## src/rtl/fsc_ram.sv

```systemverilog
`default_nettype none
module fsc_ram #(
	parameter int WIDTH = 32,
	parameter int DEPTH = 4
) (
	input  wire logic                     clk,
	input  wire logic                     we,
	input  wire logic [$clog2(DEPTH)-1:0] waddr,
	input  wire logic [WIDTH-1:0]         wdata,
	input  wire logic [$clog2(DEPTH)-1:0] raddr,
	output logic      [WIDTH-1:0]         rdata
);
	logic [WIDTH-1:0] mem [DEPTH];

	always_ff @(posedge clk) begin
		if (we) begin
			mem[waddr] <= wdata;
		end
		rdata <= mem[raddr];
	end
endmodule
`default_nettype wire

```

## config.mk

```make
export PLATFORM = sky130hd
export DESIGN_NAME = fsc_ram
export DESIGN_NICKNAME = d
export VERILOG_FILES = /design/src/rtl/fsc_ram.sv
export SDC_FILE = /design/constraint.sdc
export NUM_CORES = 1
export LEC_CHECK = 0
export CORE_ASPECT_RATIO = 0.9
export CORE_MARGIN = 2
export CORE_UTILIZATION = 32
export DETAILED_ROUTE_END_ITERATION = 12
export DONT_BUFFER_PORTS = 1
export GPL_TIMING_DRIVEN = 0
export PLACE_DENSITY = 0.55
export SLEW_MARGIN = 30
export SYNTH_ARGS = -nofsm -noshare
export SYNTH_HDL_FRONTEND = slang
export SYNTH_SLANG_ARGS = --single-unit
export TNS_END_PERCENT = 100
```

## constraint.sdc

```tcl
create_clock -name clk -period 5.8 [get_ports clk]
set_clock_uncertainty 0.1 [all_clocks]
set_input_delay 1.74 -clock clk [delete_from_list [all_inputs] [get_ports clk]]
set_output_delay 1.74 -clock clk [all_outputs]
set_load 0.05 [all_outputs]
```

==> reports/qor.csv, run 1 <==
metric;value;unit
status;finished with violations;
violations;DRC;
switchingPower;0.0005923;W
layout-drive-gt1-share;32.64;%
hold_buffers;0;
ys_seq_area_share;84.13;%
post_dp_cell_area;5688;um2
initial_core_util;32.82;%
min_from;mem[0][0]$_DFFE_PP_;
cp_max_fo;1;
core-area;16240;um2
die-area;17710;um2
syn_area;5330;um2
period_needed;2.921;ns
routedWlPerCell;20.16;um
synth_most_common_cell;edfxtp_1;
fp.dieH;126.4;um
p_sw_share;22.18;%
holdPathStages;1;
dp_hpwl;5.522;mm
hold_viol;0;
layout.nets;267;
power_frac_comb;3.0;%
preCtsSetupSlack;2.728;ns
synth_area_leaders;edfxtp_1 (72%), mux4_2 (13%), dfxtp_1 (12%);
reg2reg_slack;4.69;ns
reg2reg_to;rdata[31]$_DFF_P_;
power;0.002671;W
drt_pre_antenna_iters;10;
place_congestion;0.5725;
synth-seq-cells;160;
cp.required;3.96;ns
fp.dieW;140.0;um
cts_setup_buffers;0;
maxCapViolCount;0;
synthCells;203;
totalWireLength;9.052;mm
antenna_found_initial;0;
crit_type;reg -> out;
cts_buffers;17;
tns;0;ns
grt_overflow;0;
placementRows;44;
hold_end;rdata[0]$_DFF_P_;
setup_viol;0;
drc;6;
cts_root_buffer;clkbuf_16;
grt_pass1_vias;2364;
htreeDepth;4;
grt_pass1_wl;14.10;mm
final_cell_area;6322;um2
clk_path_buf_depth;2;
syn-num-nets;241;
setup_slack;2.879;ns
yosysWarnings;0;
period_share;50.36;%
maxSlewViolCount;0;
synth_edf_count;128;
yosysTopAreaCell;edfxtp_1;
area_delta_synth_final;18.61;%
n_antenna_cell;0;
holdWs;0.4527;ns
min_path_type;reg -> reg;
r2r_cells;1;
insertion_delay;0.42;ns
ctsResizeCount;0;
ir_worst_vdd;235.3;uV
leakagePower;2.059;nW
ys.flop_type;edfxtp_1;
clock.fmax;0.3423;GHz
synth.distinct_cells;10;
cts.sinks;160;
drtIter0Drc;138;
clk_pin_slew_worst_paths;0.06;ns
num-fill-cells;1450;
io_pins;70;
critPathLaunchType;flip-flop;
num_vias;2060;
synthArstFlopShare;0;%
endpoint_kind;output pin;
grt.total_usage;11.31;%
grt_max_degree;33;
viasPerCell;4.588;
slew_headroom;63.73;%
worst_slew_pin_slew;0.5441;ns
ant_nets;0;
internal-power;0.002079;W
yosys.area.top_type_share;72.11;%
cts_tree;built;
ys_top_cells_by_count;edfxtp_1 (128), dfxtp_1 (32), mux4_2 (30);
rsz0062_at_grt;false;
p_clk_share;44.4;%
syn-mean-instance-area;26.26;um2
r2r-start;mem[1][31]$_DFFE_PP_;
seqPwrFrac;52.6;%
arrival;1.08;ns
p_per_area;422.5;nW/um2
port_buffers;0;
state kept, by name, indices dropped and copies added (netlist names):
signal and cells:
rdata 32, mem 128
routing by layer:
layer	wire length (um)	vias to the layer above	GRT usage (%)	part of all wire, %
met1	3925	1080	13.87	43
li1	-	902	-	-
met3	657	12	4.983	7.3
met2	4295	66	17.15	47
met5	0	-	0	0
met4	174	0	5.704	1.9
power by group through the flow:
stage / Clock [W] / Combinational (W) / Sequential [W]
5_1_grt: 0.00127 / 0.0000873 / 0.00141
2_1_floorplan: 0 / 0.0000590 / 0.00142
3_5_place_dp: 0 / 0.0000828 / 0.00143
4_1_cts: 0.00122 / 0.0000834 / 0.00141
6_report: 0.00119 / 0.0000794 / 0.00141
3_3_place_gp: 0 / 0.0000780 / 0.00143
cells in the final DEF, fill, tap and decap left out, types with 2 or more instances in the layout:
master and count:
clkinv_4 3, buf_12 5, clkbuf_16 17, and3b_4 2, buf_4 4, clkinvlp_4 4
inv_6 2, dfxtp_1 32, edfxtp_1 128, mux4_1 2, bufinv_16 4, buf_6 2
buf_2 3, mux4_2 30
cells by family (layout without fill, tap and decap cells):
group,count (synthesis),after routing,synth area share (%)
multiplexers,32,32,13.66
AND/OR/NAND/NOR,4,4,0.5870
buffers and inverters,7,46,1.620
flip-flops,160,160,84.13
worst max path at each step:
stage,to,slack [ns],from,depth (start not counted)
after floorplan,mem[0][0]$_DFFE_PP_,1.09,waddr[1],1
after global placement,mem[0][12]$_DFFE_PP_,-1.37,waddr[1],1
after detailed placement,mem[0][14]$_DFFE_PP_,2.73,waddr[1],3
after CTS,rdata[25],2.84,rdata[25]$_DFF_P_,0
after global routing,rdata[25],2.84,rdata[25]$_DFF_P_,0
final,rdata[25],2.88,rdata[25]$_DFF_P_,0
layout make-up:
class	instances	area, um2	area share [%]
sequential	160	4484	70.93
tap	207	259.0	4.097
clock inverter	15	209.0	3.305
clock buffer	17	425.4	6.729
multi-input combinational	36	777.0	12.29
buffer	7	86.33	1.366
timing repair buffer	7	81.33	1.286
metrics by stage:
| stage | instances | util (%) |
|---|---|---|
| final | 449 | 38.93 |
| after detailed placement | 417 | 35.02 |
| after global routing | 449 | 38.93 |
| after global placement | 410 | 34.41 |
| after CTS | 449 | 38.93 |
| after floorplan | 203 | - |
Power figures use the tool's default switching activity.
==> inputs of run 2 (changes only) <==
==> constraint.sdc (replaced) <==
create_clock -name clk -period 3 [get_ports clk]
set_clock_uncertainty 0.1 [all_clocks]
set_input_delay 0.9 -clock clk [delete_from_list [all_inputs] [get_ports clk]]
set_output_delay 0.9 -clock clk [all_outputs]
set_load 0.05 [all_outputs]
==> run 2 against run 1 <==
- hold slack gained 0.0017 ns
- count of clock-buffer cells in the layout grew 1
- largest cell class unchanged
- the run still ends with DRC left
- via count grew 0.29%
- sequential power rose by 93%
- critical path type unchanged
- largest power group unchanged
- die area stayed put
- clock power up 80%
==> reports/qor.csv, run 2 (synthesized netlist as in run 1, its figures left out) <==
metric;value;unit;change
min_path_type;reg -> reg;;
fp.dieW;140.0;um;unchanged
placementRows;44;;unchanged
io_pins;70;;unchanged
cts_tree;built;;
clk_pin_slew_worst_paths;0.06;ns;about the same
largest_reg_flops;128;;unchanged
die-area;17710;um2;unchanged
endpoint_kind;output pin;;
htreeDepth;4;;unchanged
final_cell_area;6322;um2;unchanged
fp.dieH;126.4;um;unchanged
num_vias;2066;;+0.29%
layout-drive-gt1-share;32.78;%;+0.14 points
core-area;16240;um2;unchanged
period_needed;2.083;ns;
rsz0062_at_grt;false;;
violations;DRC;;
cts_setup_buffers;0;;unchanged
initial_core_util;32.82;%;unchanged
cp.required;2.00;ns;-1.96 ns
max_flop_register;mem;;
hold_buffers;0;;unchanged
grt_pass1_vias;2395;;+1.3%
route.met2.wl;4.513;mm;+5.1%
cts_root_buffer;clkbuf_16;;
setup_viol;0;;unchanged
cp_max_fo;1;;unchanged
num-fill-cells;1433;;-1.2%
final_common_cell;edfxtp_1;;
post_dp_cell_area;5728;um2;+0.70%
critPathLaunchType;flip-flop;;
port_buffers;0;;unchanged
routedWlPerCell;20.17;um;about the same
dp.cells;416;;-0.24%
totalWireLength;9.038;mm;-0.15%
crit_type;reg -> out;;
antenna_found_initial;0;;unchanged
ctsResizeCount;0;;unchanged
wl_met3;569;um;-13%
area_delta_synth_final;18.61;%;unchanged
clock.fmax;0.4801;GHz;
n_antenna_cell;0;;unchanged
layout_common_cells;edfxtp_1 (128), dfxtp_1 (32), mux4_2 (30);;
clk_path_buf_depth;2;;unchanged
drtIter0Drc;148;;+7.2%
ant_nets;0;;unchanged
leakagePower;2.053;nW;-0.29%
grt_pass1_wl;13.77;mm;-2.3%
ir_worst_vdd;531.2;uV;+130%
period_share;69.43;%;
top_layer;met4;;
grt.total_usage;11.12;%;-0.20 points
p_per_area;793.3;nW/um2;+88%
insertion_delay;0.43;ns;about the same
stdcell_count;448;;-0.22%
cts_buffers;17;;unchanged
place_congestion;0.6257;;+9.3%
cts.sinks;160;;unchanged
drc;6;;unchanged
layout.nets;266;;-0.37%
grt_max_degree;21;;-36%
status;finished with violations;;
worst_slew_pin_slew;0.6702;ns;+0.1261 ns
viasPerCell;4.612;;+0.52%
dp_hpwl;5.690;mm;+3.0%
maxCapViolCount;0;;unchanged
wl_met1;3.859;mm;-1.7%
reg.largest.list;mem x128, rdata x32;;
hold_viol;0;;unchanged
slew_headroom;55.27;%;-8.5 points
grt_overflow;0;;unchanged
arrival;1.08;ns;about the same
maxSlewViolCount;0;;unchanged
drt_pre_antenna_iters;8;;-2
run 2: changes by cell type in the layout (fill, tap and decap cells not counted), sizes merged:
cell	change
clkinvlp	+3
clkbuf	+1
buf	-1
bufinv	-2
clkinv	-2
run 2: cell type report:
class | instances | area [um2] | share of cell area (%)
clock inverters | 14 | 155.1 | 2.454
multi-input cells | 36 | 774.5 | 12.25
flip-flops and latches | 160 | 4484 | 70.93
repair buffers | 6 | 123.9 | 1.959
clock buffers | 18 | 439.2 | 6.946
well taps | 207 | 259.0 | 4.097
plain buffers | 7 | 86.33 | 1.366
run 2: power breakdown:
part / switching, W / internal, W
sequential: 0.000187 / 0.00253
clock: 0.000883 / 0.00126
combinational: 0.0000711 / 0.0000877
total: 0.00114 / 0.00387
run 2: final timing paths:
kind                                     startpoint               end  slack [ns]  depth (start not counted)
worst max-delay path              rdata[14]$_DFF_P_         rdata[14]        0.92                          0
worst min-delay path            mem[3][1]$_DFFE_PP_  rdata[1]$_DFF_P_        0.45                          1
worst max register to register  mem[1][0]$_DFFE_PP_  rdata[0]$_DFF_P_        1.90                          1
worst min register to register  mem[3][1]$_DFFE_PP_  rdata[1]$_DFF_P_        0.45                          1
run 2: routing by layer:
metal	up-vias	global-route usage (%)
met2	67	17.71
met1	1091	13.00
met4	0	4.635
met3	6	5.361
li1	902	-
met5	-	0
run 2: stage by stage:
step           worst slack, ns  utilization, %  TNS, ns  power [W]  hold WS, ns
2_1_floorplan           0.2712               -        0   0.002868       0.4157
3_3_place_gp           -0.9230           34.45   -29.53   0.002915       0.4336
3_5_place_dp            0.6706           35.27        0   0.002935       0.4409
4_1_cts                 0.8710           38.93        0   0.005097       0.4389
5_1_grt                 0.8752           38.93        0   0.005181       0.4367
6_report                0.9170           38.93        0   0.005016       0.4544
